## src/ecg_rpd_pkg.sv

```systemverilog
// ============================================================================
// ecg_rpd_pkg - shared types and constants for the r-peak detector
// widths, reset values, register codes, controller states, command and
// status bundles and the level tracking function
// ============================================================================
package ecg_rpd_pkg;

    // fixed point format of the signal and noise levels
    localparam int LEVEL_FRACTION_BITS = 8;
    localparam int LVL_W   = 16 + LEVEL_FRACTION_BITS;
    localparam int MAG_W   = 17;
    localparam int TRK_W   = LVL_W + 3;
    localparam int THR_W   = MAG_W + LEVEL_FRACTION_BITS + 3;

    // field widths
    localparam int SMP_W   = 16;
    localparam int TIME_W  = 32;
    localparam int CFG_W   = 16;
    localparam int RATE_W  = 16;
    localparam int CNT_W   = 16;
    localparam int SUM_W   = 32;

    // divider
    localparam int DIV_W     = 32;
    localparam int DIV_HALF  = DIV_W / 2;
    localparam int DIV_CNT_W = $clog2(DIV_W + 1);
    localparam int RATE_NUM  = 60000;

    // configuration port
    localparam int PADDR_W = 5;
    localparam int PDATA_W = 32;

    // register reset values
    localparam logic [CFG_W-1:0]  RST_MIN_THR  = CFG_W'(900);
    localparam logic [CFG_W-1:0]  RST_REFR     = CFG_W'(400);
    localparam logic [CFG_W-1:0]  RST_WIN_MS   = CFG_W'(5000);
    localparam logic [CFG_W-1:0]  RST_RR_LOW   = CFG_W'(250);
    localparam logic [CFG_W-1:0]  RST_RR_HIGH  = CFG_W'(2000);
    localparam logic [TIME_W-1:0] RST_INIT_WS  = '0;

    // register index codes (byte address / 4)
    typedef enum logic [2:0] {
        REG_MIN_THR  = 3'd0,
        REG_REFR     = 3'd1,
        REG_WIN_MS   = 3'd2,
        REG_RR_LOW   = 3'd3,
        REG_RR_HIGH  = 3'd4,
        REG_INIT_WS  = 3'd5
    } t_reg_idx;

    // controller states
    typedef enum logic [2:0] {
        S_IDLE = 3'd0,
        S_CALC = 3'd1,
        S_CHK  = 3'd2,
        S_INST = 3'd3,
        S_AVG  = 3'd4,
        S_OUT  = 3'd5
    } t_state;

    typedef struct packed {
        logic [CFG_W-1:0]  min_thr;
        logic [CFG_W-1:0]  refr;
        logic [CFG_W-1:0]  win_ms;
        logic [CFG_W-1:0]  rr_low;
        logic [CFG_W-1:0]  rr_high;
        logic [TIME_W-1:0] init_ws;
    } t_cfg;

    typedef struct packed {
        logic load_in;
        logic calc;
        logic div_start;
        logic div_avg;
        logic cap_inst;
        logic cap_avg;
        logic load_out;
    } t_cmd;

    typedef struct packed {
        logic need_inst;
        logic need_avg;
        logic div_done;
    } t_sts;

    // level moves 1/8 of the way toward the magnitude
    function automatic logic [LVL_W-1:0] track_level(input logic [LVL_W-1:0] level,
                                                     input logic [MAG_W-1:0] mag);
        logic [TRK_W-1:0] scaled;
        logic [TRK_W-1:0] acc;
        scaled = TRK_W'(mag) << LEVEL_FRACTION_BITS;
        acc    = scaled + (TRK_W'(level) << 3) - TRK_W'(level);
        return acc[TRK_W-1:3];
    endfunction

endpackage

```

## src/ecg_rpd_ifs.sv

```systemverilog
// ============================================================================
// ecg_rpd_ifs - sample and result channels
// valid/ready channels carrying one sample beat and one result beat
// ============================================================================
interface ecg_rpd_smp_if;
    logic                                valid;
    logic                                ready;
    logic signed [ecg_rpd_pkg::SMP_W-1:0] sample_value;
    logic [ecg_rpd_pkg::TIME_W-1:0]      sample_time;

    modport source (output valid, sample_value, sample_time, input ready);
    modport sink   (input valid, sample_value, sample_time, output ready);
endinterface

interface ecg_rpd_res_if;
    logic                             valid;
    logic                             ready;
    logic                             peak_found;
    logic [ecg_rpd_pkg::TIME_W-1:0]   peak_time;
    logic [ecg_rpd_pkg::RATE_W-1:0]   rr_interval;
    logic [ecg_rpd_pkg::RATE_W-1:0]   instant_rate;
    logic [ecg_rpd_pkg::RATE_W-1:0]   average_rate;

    modport source (output valid, peak_found, peak_time, rr_interval, instant_rate,
                    average_rate, input ready);
    modport sink   (input valid, peak_found, peak_time, rr_interval, instant_rate,
                    average_rate, output ready);
endinterface

```

## src/ecg_rpd_cfg.sv

```systemverilog
// ============================================================================
// ecg_rpd_cfg - configuration register file
// apb-style write and read of the six detector settings
// ============================================================================
module ecg_rpd_cfg (
    input  logic                             i_clk,
    input  logic                             i_rst_n,
    input  logic                             psel,
    input  logic                             penable,
    input  logic                             pwrite,
    input  logic [ecg_rpd_pkg::PADDR_W-1:0]  paddr,
    input  logic [ecg_rpd_pkg::PDATA_W-1:0]  pwdata,
    output logic [ecg_rpd_pkg::PDATA_W-1:0]  prdata,
    output logic                             pready,
    output ecg_rpd_pkg::t_cfg                o_cfg,
    output logic                             o_ws_load,
    output logic [ecg_rpd_pkg::TIME_W-1:0]   o_ws_value
);

    ecg_rpd_pkg::t_cfg     r_cfg;
    ecg_rpd_pkg::t_reg_idx w_idx;
    logic                  w_wr;

    assign w_idx      = ecg_rpd_pkg::t_reg_idx'(paddr[ecg_rpd_pkg::PADDR_W-1:2]);
    assign w_wr       = psel & penable & pwrite;
    assign pready     = 1'b1;
    assign o_cfg      = r_cfg;
    assign o_ws_load  = w_wr && (w_idx == ecg_rpd_pkg::REG_INIT_WS);
    assign o_ws_value = pwdata[ecg_rpd_pkg::TIME_W-1:0];

    // register writes
    always_ff @(posedge i_clk) begin
        if (!i_rst_n) begin
            r_cfg.min_thr <= ecg_rpd_pkg::RST_MIN_THR;
            r_cfg.refr    <= ecg_rpd_pkg::RST_REFR;
            r_cfg.win_ms  <= ecg_rpd_pkg::RST_WIN_MS;
            r_cfg.rr_low  <= ecg_rpd_pkg::RST_RR_LOW;
            r_cfg.rr_high <= ecg_rpd_pkg::RST_RR_HIGH;
            r_cfg.init_ws <= ecg_rpd_pkg::RST_INIT_WS;
        end else if (w_wr) begin
            unique case (w_idx)
                ecg_rpd_pkg::REG_MIN_THR: r_cfg.min_thr <= pwdata[ecg_rpd_pkg::CFG_W-1:0];
                ecg_rpd_pkg::REG_REFR:    r_cfg.refr    <= pwdata[ecg_rpd_pkg::CFG_W-1:0];
                ecg_rpd_pkg::REG_WIN_MS:  r_cfg.win_ms  <= pwdata[ecg_rpd_pkg::CFG_W-1:0];
                ecg_rpd_pkg::REG_RR_LOW:  r_cfg.rr_low  <= pwdata[ecg_rpd_pkg::CFG_W-1:0];
                ecg_rpd_pkg::REG_RR_HIGH: r_cfg.rr_high <= pwdata[ecg_rpd_pkg::CFG_W-1:0];
                ecg_rpd_pkg::REG_INIT_WS: r_cfg.init_ws <= pwdata[ecg_rpd_pkg::TIME_W-1:0];
                default: ;
            endcase
        end
    end

    // read mux
    always_comb begin
        unique case (w_idx)
            ecg_rpd_pkg::REG_MIN_THR: prdata = ecg_rpd_pkg::PDATA_W'(r_cfg.min_thr);
            ecg_rpd_pkg::REG_REFR:    prdata = ecg_rpd_pkg::PDATA_W'(r_cfg.refr);
            ecg_rpd_pkg::REG_WIN_MS:  prdata = ecg_rpd_pkg::PDATA_W'(r_cfg.win_ms);
            ecg_rpd_pkg::REG_RR_LOW:  prdata = ecg_rpd_pkg::PDATA_W'(r_cfg.rr_low);
            ecg_rpd_pkg::REG_RR_HIGH: prdata = ecg_rpd_pkg::PDATA_W'(r_cfg.rr_high);
            ecg_rpd_pkg::REG_INIT_WS: prdata = ecg_rpd_pkg::PDATA_W'(r_cfg.init_ws);
            default:                  prdata = '0;
        endcase
    end

endmodule

```

## src/ecg_rpd_div.sv

```systemverilog
// ============================================================================
// ecg_rpd_div - iterative restoring divider
// one quotient bit per cycle; short mode runs half the steps on a
// half-width dividend
// ============================================================================
module ecg_rpd_div (
    input  logic                               i_clk,
    input  logic                               i_rst_n,
    input  logic                               i_start,
    input  logic                               i_short,
    input  logic [ecg_rpd_pkg::DIV_W-1:0]      i_dividend,
    input  logic [ecg_rpd_pkg::DIV_W-1:0]      i_divisor,
    output logic                               o_done,
    output logic [ecg_rpd_pkg::DIV_W-1:0]      o_quotient
);

    localparam int W  = ecg_rpd_pkg::DIV_W;
    localparam int H  = ecg_rpd_pkg::DIV_HALF;
    localparam int CW = ecg_rpd_pkg::DIV_CNT_W;

    logic [W-1:0]  r_rem;
    logic [W-1:0]  r_quo;
    logic [W-1:0]  r_div;
    logic [CW-1:0] r_cnt;
    logic          r_done;
    logic [W:0]    w_sh;
    logic [W:0]    w_diff;
    logic          w_ge;
    logic          w_load;

    // one trial subtraction
    assign w_sh   = {r_rem, r_quo[W-1]};
    assign w_ge   = w_sh >= {1'b0, r_div};
    assign w_diff = w_sh - {1'b0, r_div};
    assign w_load = i_start && (r_cnt == '0);

    // step counter and done pulse
    always_ff @(posedge i_clk) begin
        if (!i_rst_n) begin
            r_cnt  <= '0;
            r_done <= 1'b0;
        end else begin
            r_done <= (r_cnt == CW'(1));
            if (w_load) begin
                r_cnt <= i_short ? CW'(H) : CW'(W);
            end else if (r_cnt != '0) begin
                r_cnt <= r_cnt - CW'(1);
            end
        end
    end

    // remainder and quotient shift
    always_ff @(posedge i_clk) begin
        if (w_load) begin
            r_rem <= '0;
            r_quo <= i_short ? {i_dividend[H-1:0], H'(0)} : i_dividend;
            r_div <= i_divisor;
        end else if (r_cnt != '0) begin
            r_rem <= w_ge ? w_diff[W-1:0] : w_sh[W-1:0];
            r_quo <= {r_quo[W-2:0], w_ge};
        end
    end

    assign o_done     = r_done;
    assign o_quotient = r_quo;

endmodule

```

## src/ecg_rpd_dp.sv

```systemverilog
// ============================================================================
// ecg_rpd_dp - detector datapath
// candidate test, level tracking, rr statistics, rate window, divider
// and the result register
// ============================================================================
module ecg_rpd_dp (
    input  logic                                    i_clk,
    input  logic                                    i_rst_n,
    input  ecg_rpd_pkg::t_cfg                       i_cfg,
    input  logic                                    i_ws_load,
    input  logic [ecg_rpd_pkg::TIME_W-1:0]          i_ws_value,
    input  logic signed [ecg_rpd_pkg::SMP_W-1:0]    i_sample_value,
    input  logic [ecg_rpd_pkg::TIME_W-1:0]          i_sample_time,
    input  ecg_rpd_pkg::t_cmd                       i_cmd,
    output ecg_rpd_pkg::t_sts                       o_sts,
    output logic                                    o_peak_found,
    output logic [ecg_rpd_pkg::TIME_W-1:0]          o_peak_time,
    output logic [ecg_rpd_pkg::RATE_W-1:0]          o_rr_interval,
    output logic [ecg_rpd_pkg::RATE_W-1:0]          o_instant_rate,
    output logic [ecg_rpd_pkg::RATE_W-1:0]          o_average_rate
);

    localparam int F   = ecg_rpd_pkg::LEVEL_FRACTION_BITS;
    localparam int LW  = ecg_rpd_pkg::LVL_W;
    localparam int MW  = ecg_rpd_pkg::MAG_W;
    localparam int TW  = ecg_rpd_pkg::TIME_W;
    localparam int THW = ecg_rpd_pkg::THR_W;
    localparam int SW  = ecg_rpd_pkg::SUM_W;
    localparam int CNW = ecg_rpd_pkg::CNT_W;
    localparam int RW  = ecg_rpd_pkg::RATE_W;
    localparam int DW  = ecg_rpd_pkg::DIV_W;

    // detector state
    logic [LW-1:0]  r_sig;
    logic [LW-1:0]  r_noise;
    logic [TW-1:0]  r_last;
    logic [MW-1:0]  r_prev;
    logic [MW-1:0]  r_cand;
    logic [TW-1:0]  r_cand_time;
    logic [TW-1:0]  r_ws;
    logic [SW-1:0]  r_sum;
    logic [CNW-1:0] r_cnt;
    logic [RW-1:0]  r_held;

    // captured sample and per-item results
    logic [MW-1:0]  r_mag;
    logic [TW-1:0]  r_time;
    logic           r_need_inst;
    logic           r_need_avg;
    logic           r_found;
    logic [TW-1:0]  r_pk_time;
    logic [RW-1:0]  r_rr;
    logic [RW-1:0]  r_inst;
    logic [SW-1:0]  r_win_sum;
    logic [CNW-1:0] r_win_cnt;

    // result register
    logic           r_o_found;
    logic [TW-1:0]  r_o_time;
    logic [RW-1:0]  r_o_rr;
    logic [RW-1:0]  r_o_inst;
    logic [RW-1:0]  r_o_avg;

    logic [MW-1:0]  w_neg;
    logic [MW-1:0]  w_mag_in;
    logic           w_only_min;
    logic [LW-1:0]  w_sig_base;
    logic           w_local_max;
    logic           w_above_min;
    logic           w_above_adapt;
    logic [THW-1:0] w_cand_sc;
    logic [THW-1:0] w_lhs;
    logic [THW-1:0] w_rhs;
    logic [TW-1:0]  w_rr;
    logic           w_rested;
    logic           w_accept;
    logic           w_rr_ok;
    logic [SW:0]    w_sum_ext;
    logic [SW-1:0]  w_sum1;
    logic [CNW-1:0] w_cnt1;
    logic [TW-1:0]  w_elapsed;
    logic           w_win_end;
    logic           w_div_done;
    logic [DW-1:0]  w_quo;
    logic [DW-1:0]  w_dividend;
    logic [DW-1:0]  w_divisor;

    // sample magnitude, -32768 gives 32768
    assign w_neg    = MW'(0) - {i_sample_value[ecg_rpd_pkg::SMP_W-1], i_sample_value};
    assign w_mag_in = i_sample_value[ecg_rpd_pkg::SMP_W-1] ? w_neg : {1'b0, i_sample_value};

    // empty signal level is seeded with the current magnitude
    assign w_only_min = (r_sig == '0);
    assign w_sig_base = w_only_min ? (LW'(r_mag) << F) : r_sig;

    // candidate tests
    assign w_local_max   = (r_cand >= r_prev) && (r_cand > r_mag);
    assign w_above_min   = r_cand >= MW'(i_cfg.min_thr);
    assign w_cand_sc     = THW'(r_cand) << F;
    assign w_lhs         = (w_cand_sc << 2) + w_cand_sc;
    assign w_rhs         = (THW'(r_noise) << 1) + (THW'(w_sig_base) << 1) + THW'(w_sig_base);
    assign w_above_adapt = w_only_min || (w_lhs >= w_rhs);
    assign w_rr          = r_cand_time - r_last;
    assign w_rested      = (r_last == '0) || (w_rr >= TW'(i_cfg.refr));
    assign w_accept      = w_local_max && w_above_min && w_above_adapt && w_rested;
    assign w_rr_ok       = w_accept && (r_last != '0) && (w_rr != '0)
                         && (w_rr >= TW'(i_cfg.rr_low)) && (w_rr <= TW'(i_cfg.rr_high));

    // saturating interval sum and count
    assign w_sum_ext = {1'b0, r_sum} + (SW + 1)'(w_rr);
    assign w_sum1    = !w_rr_ok ? r_sum : (w_sum_ext[SW] ? '1 : w_sum_ext[SW-1:0]);
    assign w_cnt1    = (w_rr_ok && (r_cnt != '1)) ? r_cnt + CNW'(1) : r_cnt;

    // rate window
    assign w_elapsed = r_time - r_ws;
    assign w_win_end = w_elapsed >= TW'(i_cfg.win_ms);

    // capture the accepted sample
    always_ff @(posedge i_clk) begin
        if (i_cmd.load_in) begin
            r_mag  <= w_mag_in;
            r_time <= i_sample_time;
        end
    end

    // state update for one item
    always_ff @(posedge i_clk) begin
        if (!i_rst_n) begin
            r_sig       <= '0;
            r_noise     <= '0;
            r_last      <= '0;
            r_prev      <= '0;
            r_cand      <= '0;
            r_cand_time <= '0;
            r_ws        <= ecg_rpd_pkg::RST_INIT_WS;
            r_sum       <= '0;
            r_cnt       <= '0;
            r_held      <= '0;
            r_need_inst <= 1'b0;
            r_need_avg  <= 1'b0;
        end else if (i_cmd.calc) begin
            r_sig       <= w_accept ? ecg_rpd_pkg::track_level(w_sig_base, r_cand)
                                    : w_sig_base;
            if (w_local_max && !w_accept) begin
                r_noise <= ecg_rpd_pkg::track_level(r_noise, r_cand);
            end
            if (w_accept) begin
                r_last <= r_cand_time;
            end
            r_prev      <= r_cand;
            r_cand      <= r_mag;
            r_cand_time <= r_time;
            r_need_inst <= w_rr_ok;
            r_need_avg  <= w_win_end && (w_cnt1 != '0) && (w_sum1 != '0);
            if (w_win_end) begin
                r_sum <= '0;
                r_cnt <= '0;
                r_ws  <= r_time;
            end else begin
                r_sum <= w_sum1;
                r_cnt <= w_cnt1;
            end
        end else begin
            if (i_ws_load) begin
                r_ws <= i_ws_value;
            end
            if (i_cmd.cap_avg) begin
                r_held <= (|w_quo[DW-1:RW]) ? '1 : w_quo[RW-1:0];
            end
        end
    end

    // per-item values for the divider and the result
    always_ff @(posedge i_clk) begin
        if (i_cmd.calc) begin
            r_found   <= w_accept;
            r_pk_time <= w_accept ? r_cand_time : '0;
            r_rr      <= w_rr[RW-1:0];
            r_win_sum <= w_sum1;
            r_win_cnt <= w_cnt1;
        end
        if (i_cmd.cap_inst) begin
            r_inst <= w_quo[RW-1:0];
        end
    end

    // divider operands
    assign w_dividend = i_cmd.div_avg ? DW'(ecg_rpd_pkg::RATE_NUM) * DW'(r_win_cnt)
                                      : DW'(ecg_rpd_pkg::RATE_NUM);
    assign w_divisor  = i_cmd.div_avg ? DW'(r_win_sum) : DW'(r_rr);

    ecg_rpd_div u_div (
        .i_clk      (i_clk),
        .i_rst_n    (i_rst_n),
        .i_start    (i_cmd.div_start),
        .i_short    (!i_cmd.div_avg),
        .i_dividend (w_dividend),
        .i_divisor  (w_divisor),
        .o_done     (w_div_done),
        .o_quotient (w_quo)
    );

    // result register
    always_ff @(posedge i_clk) begin
        if (i_cmd.load_out) begin
            r_o_found <= r_found;
            r_o_time  <= r_pk_time;
            r_o_rr    <= r_need_inst ? r_rr : '0;
            r_o_inst  <= r_need_inst ? r_inst : '0;
            r_o_avg   <= r_held;
        end
    end

    assign o_sts.need_inst = r_need_inst;
    assign o_sts.need_avg  = r_need_avg;
    assign o_sts.div_done  = w_div_done;

    assign o_peak_found   = r_o_found;
    assign o_peak_time    = r_o_time;
    assign o_rr_interval  = r_o_rr;
    assign o_instant_rate = r_o_inst;
    assign o_average_rate = r_o_avg;

endmodule

```

## src/ecg_rpd_ctrl.sv

```systemverilog
// ============================================================================
// ecg_rpd_ctrl - detector sequencer
// steps one sample through evaluation, the divisions it needs and the
// hand-off to the result register
// ============================================================================
module ecg_rpd_ctrl (
    input  logic              i_clk,
    input  logic              i_rst_n,
    input  logic              i_in_valid,
    output logic              o_in_ready,
    output logic              o_out_valid,
    input  logic              i_out_ready,
    input  ecg_rpd_pkg::t_sts i_sts,
    output ecg_rpd_pkg::t_cmd o_cmd
);

    ecg_rpd_pkg::t_state r_state;
    ecg_rpd_pkg::t_state n_state;
    logic                r_out_valid;
    logic                n_out_valid;

    // state and result valid registers
    always_ff @(posedge i_clk) begin
        if (!i_rst_n) begin
            r_state     <= ecg_rpd_pkg::S_IDLE;
            r_out_valid <= 1'b0;
        end else begin
            r_state     <= n_state;
            r_out_valid <= n_out_valid;
        end
    end

    // next state and commands
    always_comb begin
        n_state = r_state;
        o_cmd   = '0;
        unique case (r_state)
            ecg_rpd_pkg::S_IDLE: begin
                if (i_in_valid) begin
                    o_cmd.load_in = 1'b1;
                    n_state       = ecg_rpd_pkg::S_CALC;
                end
            end
            ecg_rpd_pkg::S_CALC: begin
                o_cmd.calc = 1'b1;
                n_state    = ecg_rpd_pkg::S_CHK;
            end
            ecg_rpd_pkg::S_CHK: begin
                if (i_sts.need_inst) begin
                    o_cmd.div_start = 1'b1;
                    n_state         = ecg_rpd_pkg::S_INST;
                end else if (i_sts.need_avg) begin
                    o_cmd.div_start = 1'b1;
                    o_cmd.div_avg   = 1'b1;
                    n_state         = ecg_rpd_pkg::S_AVG;
                end else begin
                    n_state = ecg_rpd_pkg::S_OUT;
                end
            end
            ecg_rpd_pkg::S_INST: begin
                if (i_sts.div_done) begin
                    o_cmd.cap_inst = 1'b1;
                    if (i_sts.need_avg) begin
                        o_cmd.div_start = 1'b1;
                        o_cmd.div_avg   = 1'b1;
                        n_state         = ecg_rpd_pkg::S_AVG;
                    end else begin
                        n_state = ecg_rpd_pkg::S_OUT;
                    end
                end
            end
            ecg_rpd_pkg::S_AVG: begin
                o_cmd.div_avg = 1'b1;
                if (i_sts.div_done) begin
                    o_cmd.cap_avg = 1'b1;
                    n_state       = ecg_rpd_pkg::S_OUT;
                end
            end
            ecg_rpd_pkg::S_OUT: begin
                if (!r_out_valid || i_out_ready) begin
                    o_cmd.load_out = 1'b1;
                    n_state        = ecg_rpd_pkg::S_IDLE;
                end
            end
            default: n_state = ecg_rpd_pkg::S_IDLE;
        endcase
    end

    // result valid: set on load, cleared when the beat is taken
    always_comb begin
        n_out_valid = r_out_valid;
        if (r_out_valid && i_out_ready) begin
            n_out_valid = 1'b0;
        end
        if (o_cmd.load_out) begin
            n_out_valid = 1'b1;
        end
    end

    assign o_in_ready  = (r_state == ecg_rpd_pkg::S_IDLE);
    assign o_out_valid = r_out_valid;

`ifndef ASSERT_OFF
    // a waiting result is never overwritten
    a_no_overwrite: assert property (@(posedge i_clk) disable iff (!i_rst_n)
        o_cmd.load_out |-> (!r_out_valid || i_out_ready))
        else $error("result overwritten while waiting");

    // an accepted sample is evaluated in the next cycle
    a_accept_calc: assert property (@(posedge i_clk) disable iff (!i_rst_n)
        (i_in_valid && o_in_ready) |=> (r_state == ecg_rpd_pkg::S_CALC))
        else $error("accepted sample not evaluated");

    // a new result only appears from the hand-off state
    a_out_from_out: assert property (@(posedge i_clk) disable iff (!i_rst_n)
        $rose(r_out_valid) |-> ($past(r_state) == ecg_rpd_pkg::S_OUT))
        else $error("result valid rose outside hand-off");

    // divider completion only seen while waiting on it
    a_done_waiting: assert property (@(posedge i_clk) disable iff (!i_rst_n)
        i_sts.div_done |-> (r_state == ecg_rpd_pkg::S_INST || r_state == ecg_rpd_pkg::S_AVG))
        else $error("divider done outside a division state");
`endif

endmodule

```

## src/ecg_r_peak_detector_top.sv

```systemverilog
// ============================================================================
// ecg_r_peak_detector_top - adaptive threshold r-peak detector
// takes filtered samples with timestamps, reports peaks, rr intervals,
// instant rate and a windowed average rate, one result beat per sample
// ============================================================================
//  channel   dir   handshake          payload
//  i_smp     in    valid / ready      sample_value, sample_time
//  o_res     out   valid / ready      peak_found, peak_time, rr_interval,
//                                     instant_rate, average_rate
//  apb       in    psel/penable       paddr, pwdata -> prdata, pready high
//
//  a sample with no division goes from acceptance through evaluation and the check
//  to the hand-off; a peak with a valid rr adds a division for the instant rate on
//  the shared radix-2 divider, and a closing rate window adds one for the average
//  ready is high only while the sequencer is idle, which it enters in the cycle
//  after each result loads; a stalled result at o_res holds the next sample in its
//  hand-off state; synchronous active-low reset
// ============================================================================
module ecg_r_peak_detector_top (
    input  logic                             i_clk,
    input  logic                             i_rst_n,
    ecg_rpd_smp_if.sink                      i_smp,
    ecg_rpd_res_if.source                    o_res,
    input  logic                             psel,
    input  logic                             penable,
    input  logic                             pwrite,
    input  logic [ecg_rpd_pkg::PADDR_W-1:0]  paddr,
    input  logic [ecg_rpd_pkg::PDATA_W-1:0]  pwdata,
    output logic [ecg_rpd_pkg::PDATA_W-1:0]  prdata,
    output logic                             pready
);

    ecg_rpd_pkg::t_cfg                  w_cfg;
    ecg_rpd_pkg::t_cmd                  w_cmd;
    ecg_rpd_pkg::t_sts                  w_sts;
    logic                               w_ws_load;
    logic [ecg_rpd_pkg::TIME_W-1:0]     w_ws_value;
    logic                               w_in_ready;
    logic                               w_out_valid;

    // configuration registers
    ecg_rpd_cfg u_cfg (
        .i_clk      (i_clk),
        .i_rst_n    (i_rst_n),
        .psel       (psel),
        .penable    (penable),
        .pwrite     (pwrite),
        .paddr      (paddr),
        .pwdata     (pwdata),
        .prdata     (prdata),
        .pready     (pready),
        .o_cfg      (w_cfg),
        .o_ws_load  (w_ws_load),
        .o_ws_value (w_ws_value)
    );

    // sequencer
    ecg_rpd_ctrl u_ctrl (
        .i_clk       (i_clk),
        .i_rst_n     (i_rst_n),
        .i_in_valid  (i_smp.valid),
        .o_in_ready  (w_in_ready),
        .o_out_valid (w_out_valid),
        .i_out_ready (o_res.ready),
        .i_sts       (w_sts),
        .o_cmd       (w_cmd)
    );

    // datapath
    ecg_rpd_dp u_dp (
        .i_clk          (i_clk),
        .i_rst_n        (i_rst_n),
        .i_cfg          (w_cfg),
        .i_ws_load      (w_ws_load),
        .i_ws_value     (w_ws_value),
        .i_sample_value (i_smp.sample_value),
        .i_sample_time  (i_smp.sample_time),
        .i_cmd          (w_cmd),
        .o_sts          (w_sts),
        .o_peak_found   (o_res.peak_found),
        .o_peak_time    (o_res.peak_time),
        .o_rr_interval  (o_res.rr_interval),
        .o_instant_rate (o_res.instant_rate),
        .o_average_rate (o_res.average_rate)
    );

    assign i_smp.ready = w_in_ready;
    assign o_res.valid = w_out_valid;

endmodule

```

## src/flat_wrapper.sv

```systemverilog
// flat-port wrapper written by rule: the top's interface ports become plain ports
module ecg_r_peak_detector_top_flat 
  (i_clk, i_rst_n, psel, penable, pwrite, paddr, pwdata, prdata, pready, i_smp_valid, i_smp_sample_value, i_smp_sample_time, i_smp_ready, o_res_valid, o_res_peak_found, o_res_peak_time, o_res_rr_interval, o_res_instant_rate, o_res_average_rate, o_res_ready);
  ecg_rpd_smp_if i_smp_i ();
  ecg_rpd_res_if o_res_i ();
  input  logic i_clk;
  input  logic i_rst_n;
  input  logic psel;
  input  logic penable;
  input  logic pwrite;
  input  logic [ecg_rpd_pkg::PADDR_W-1:0] paddr;
  input  logic [ecg_rpd_pkg::PDATA_W-1:0] pwdata;
  output logic [ecg_rpd_pkg::PDATA_W-1:0] prdata;
  output logic pready;
  input wire logic [$bits(i_smp_i.valid)-1:0] i_smp_valid;
  input wire logic [$bits(i_smp_i.sample_value)-1:0] i_smp_sample_value;
  input wire logic [$bits(i_smp_i.sample_time)-1:0] i_smp_sample_time;
  output wire logic [$bits(i_smp_i.ready)-1:0] i_smp_ready;
  output wire logic [$bits(o_res_i.valid)-1:0] o_res_valid;
  output wire logic [$bits(o_res_i.peak_found)-1:0] o_res_peak_found;
  output wire logic [$bits(o_res_i.peak_time)-1:0] o_res_peak_time;
  output wire logic [$bits(o_res_i.rr_interval)-1:0] o_res_rr_interval;
  output wire logic [$bits(o_res_i.instant_rate)-1:0] o_res_instant_rate;
  output wire logic [$bits(o_res_i.average_rate)-1:0] o_res_average_rate;
  input wire logic [$bits(o_res_i.ready)-1:0] o_res_ready;
  assign i_smp_i.valid = i_smp_valid;
  assign i_smp_i.sample_value = i_smp_sample_value;
  assign i_smp_i.sample_time = i_smp_sample_time;
  assign i_smp_ready = i_smp_i.ready;
  assign o_res_valid = o_res_i.valid;
  assign o_res_peak_found = o_res_i.peak_found;
  assign o_res_peak_time = o_res_i.peak_time;
  assign o_res_rr_interval = o_res_i.rr_interval;
  assign o_res_instant_rate = o_res_i.instant_rate;
  assign o_res_average_rate = o_res_i.average_rate;
  assign o_res_i.ready = o_res_ready;
  ecg_r_peak_detector_top u_core (.i_clk(i_clk), .i_rst_n(i_rst_n), .i_smp(i_smp_i), .o_res(o_res_i), .psel(psel), .penable(penable), .pwrite(pwrite), .paddr(paddr), .pwdata(pwdata), .prdata(prdata), .pready(pready));
endmodule
```

## config.mk

```make
export PLATFORM = sky130hd
export DESIGN_NAME = ecg_r_peak_detector_top_flat
export DESIGN_NICKNAME = d
export VERILOG_FILES = /design/src/ecg_rpd_pkg.sv /design/src/ecg_rpd_ifs.sv /design/src/ecg_rpd_cfg.sv /design/src/ecg_rpd_div.sv /design/src/ecg_rpd_dp.sv /design/src/ecg_rpd_ctrl.sv /design/src/ecg_r_peak_detector_top.sv /design/src/flat_wrapper.sv
export SDC_FILE = /design/constraint.sdc
export NUM_CORES = 2
export LEC_CHECK = 0
export ABC_AREA = 1
export BUFFER_PORTS_ARGS = -buffer_cell sky130_fd_sc_hd__buf_2
export CORE_AREA = 2 2 428 324
export CTS_CLUSTER_SIZE = 14
export DETAILED_ROUTE_END_ITERATION = 6
export DIE_AREA = 0 0 430 326
export HOLD_SLACK_MARGIN = 0.03
export PLACE_DENSITY = 0.59
export SYNTH_ARGS = -nofsm -noshare
export SYNTH_HDL_FRONTEND = slang
export SYNTH_SLANG_ARGS = --single-unit
```

## constraint.sdc

```tcl
create_clock -name i_clk -period 17.2 [get_ports i_clk]
set_input_delay 1.72 -clock i_clk [delete_from_list [all_inputs] [get_ports i_clk]]
set_output_delay 1.72 -clock i_clk [all_outputs]
set_load 0.05 [all_outputs]
```

==> run_results.csv <==
group,metric,value,unit
outcome,outcome,"finished clean",
clock_tree,cts-root-buf,"clkbuf_16",
place,hpwlAfterDp,107.9,mm
place,io_buffers,204,
sta,finClkSkew,0.03033,ns
clock_tree,postCtsSetupBuffers,0,
global_route,antenna_found_initial,15,
detailed_routing,routedWlPerCell,17.44,um
place,gp_congestion,0.9346,
synth,yosysWarnings,0,
floorplanning,die_h,326,um
sta,setup_viol,0,
detailed_routing,vias,40233,
sta,final.period_utilization,54.77,%
floorplanning,start_util,34.61,%
sta,slew_headroom,14.17,%
worst_setup_path,cp_max_fo,79,
synth,ys_seq_area_share,36.40,%
finish,syn_to_final_growth,11.54,%
clock_tree,clkLatencyLatePin,0.70,ns
finish,drive_gt1_share,7.084,%
synth,avgSynthCellArea,7.773,sq um
clock_tree,cts_sinks,706,
synth,syn_nets,6729,
clock_tree,cts_buffer_depth,3,
detailed_routing,drt-total-wl,141.0,mm
worst_setup_path,r2r-start,"u_core.u_dp.r_sig[20]$_SDFFE_PN0P_",
hold_path,min_path_cells,0,
floorplanning,core-area,136600,sq um
clock_tree,cts_resized,0,
clock_tree,cts_made_buffers,78,
hold_path,hold_start,"u_core.u_dp.r_pk_time[22]$_SDFFCE_PP0P_",
floorplanning,rows,118,
finish,final_nets,6866,
synth,synthAdderAreaFrac,16.59,%
sta,drv_slew,0,
flow_run,cap_viol_max_count,0,
sta,period_minus_slack,9.420,ns
floorplanning,design.die.area,140200,sq um
worst_setup_path,cp-end-kind,"register",
worst_setup_path,crit_top_cell,"nand2_1",
place,pre_cts_slack,8.084,ns
finish,largest_register_ffs,112,
global_route,grt_use_total,19.82,%
synth,synth_edf_count,307,
sta,tns,0,ns
worst_setup_path,ff2ff_setup_slack,7.78,ns
detailed_routing,dr.pass1.iters,6,
synth,syn_inst,6081,
worst_setup_path,crit_arrival,10.00,ns
synth,synth_top_family_by_area,"simple AND/OR/NAND/NOR gates",
worst_setup_path,required,17.78,ns
floorplanning,io-pin-count,208,
hold_path,worst_hold_path_type,"reg2reg",
detailed_routing,drc,0,
worst_setup_path,cpPeakStageDelay,0.80,ns
clock_tree,cts_tree,"built",
synth,ys_types,64,
synth,ys_async_sr_fraction,0,%
synth,synth-seq-cells,706,
sta,rsz0062_at_grt,"no",
hold_path,hold_end,"u_core.u_dp.o_peak_time[22]$_DFFE_PP_",
detailed_routing,dr.first_iter.drc_count,3069,
synth,synthMuxAreaShare,0,%
global_route,grt_max_degree,90,
synth,synth_compound_area_share,14.67,%
clock_tree,clkTransAtPathRegs,0.07,ns
clock_tree,hold_buffers,0,
detailed_routing,ant_nets,0,
worst_setup_path,r2r-end,"u_core.u_dp.r_sig[14]$_SDFFE_PN0P_",
synth,synth-simple-area-share,19.07,%
sta,finalWorstSetupSlack,7.780,ns
global_route,grt_first_pass_wirelength,219.3,mm
sta,tightest_slew,1.286,ns
detailed_routing,viasPerCell,4.976,
sta,hold_ws,0.4161,ns
global_route,grt_pass1_vias,37374,
synth,yosys_most_used_dff,"dfxtp_1",
floorplanning,dieWidth,430,um
sta,fmax,0.1062,GHz
synth,syn_area,47270,sq um
worst_setup_path,reg2regPathDepth,43,
worst_setup_path,critPathLaunchType,"register",
sta,final_hold_viol_count,0,
finish,fillers,14033,
synth,synthXorXnorAreaFrac,3.465,%
global_route,overflow,0,
clock_tree,htreeDepth,3,
worst_setup_path,cp_slowest_cell,"nor4_1",
worst_setup_path,crit_type,"reg2reg",
==> placed cells by master (no fill, tap or decap), drive strengths merged, types with 30 or more instances in the layout <==
cell type	count
nand2	1296
inv	1025
a21oi	620
nor2	469
ha	438
o21ai	426
dfxtp	399
edfxtp	307
buf	238
nand3	197
fa	118
clkbuf	101
xnor2	95
xor2	92
nand4	68
nor3	48
nand3b	38
clkinv	30
==> kinds of logic after synthesis <==
family / after synthesis
buf+inv: 1200
compound gates: 1261
flops: 706
other cells: 2
simple gates: 2169
fa+ha+maj: 556
xor+xnor: 187
==> synthesized netlist by cell type (all sizes together) (48+ instances only) <==
cell type | n | share of area (%)
nand2 | 1296 | 10
inv | 1010 | 8.0
a21oi | 620 | 6.6
nor2 | 469 | 3.8
ha | 438 | 12
o21ai | 426 | 4.6
dfxtp | 399 | 17
edfxtp | 307 | 20
nand3 | 197 | 2.1
clkbuf | 140 | 1.1
fa | 118 | 5.0
xnor2 | 95 | 1.8
xor2 | 92 | 1.7
nand4 | 68 | 0.91
nor3 | 48 | 0.54
==> worst max path at each step <==
stage	end	startpoint	slack [ns]	depth (start not counted)
after detailed placement	u_core.u_dp.r_sig[14]$_SDFFE_PN0P_	u_core.u_dp.r_sig[20]$_SDFFE_PN0P_	8.08	43
after CTS	u_core.u_dp.r_sig[14]$_SDFFE_PN0P_	u_core.u_dp.r_sig[20]$_SDFFE_PN0P_	8.02	43
final	u_core.u_dp.r_sig[14]$_SDFFE_PN0P_	u_core.u_dp.r_sig[20]$_SDFFE_PN0P_	7.78	43
after global placement	u_core.u_dp.r_sig[14]$_SDFFE_PN0P_	u_core.u_dp.r_sig[20]$_SDFFE_PN0P_	8.13	43
after global routing	u_core.u_dp.r_sig[14]$_SDFFE_PN0P_	u_core.u_dp.r_sig[20]$_SDFFE_PN0P_	7.24	43
after floorplan	u_core.u_dp.r_need_avg$_SDFFE_PN0P_	u_core.u_dp.r_sig[20]$_SDFFE_PN0P_	11.18	42
==> layer usage <==
layer,part of all wire [%],track usage (%),vias to the layer above
met1,51,30.21,18770
met4,2.0,4.103,4
met2,41,29.39,1047
met3,5.9,2.950,166
met5,0.019,0,-
li1,-,-,20246
==> critical path, delay by kind of cell, from the launching register on <==
family | cells | cell delay (ns)
simple gates | 17 | 3.15
compound gates | 9 | 1.87
buf+inv | 13 | 2.72
flops | 1 | 0.32
fa+ha+maj | 3 | 1.02
xor+xnor | 1 | 0.10
==> cell type report <==
class                      count  area (sq um)  area share (%)
clock inverter                43         506.7          0.9612
sequential                   706         17210           32.64
inverter                    1019          3831           7.267
tap                         1800          2252           4.272
clock buffer                 101          2142           4.063
timing repair buffer         238          1282           2.433
multi-input combinational   4175         25490           48.35
antenna                        4         10.01         0.01899
==> metrics by stage <==
stage	util, %	std cells	instance area, sq um
finish	38.60	8086	52720
global route	38.60	8085	52720
CTS	38.60	8082	52710
detailed placement	36.66	7938	50060
global placement	36.66	7938	50060
floorplan	-	6081	47270
Power is not shown: default switching activity piles up to over one toggle a cycle in this logic, so the estimate is an artifact.
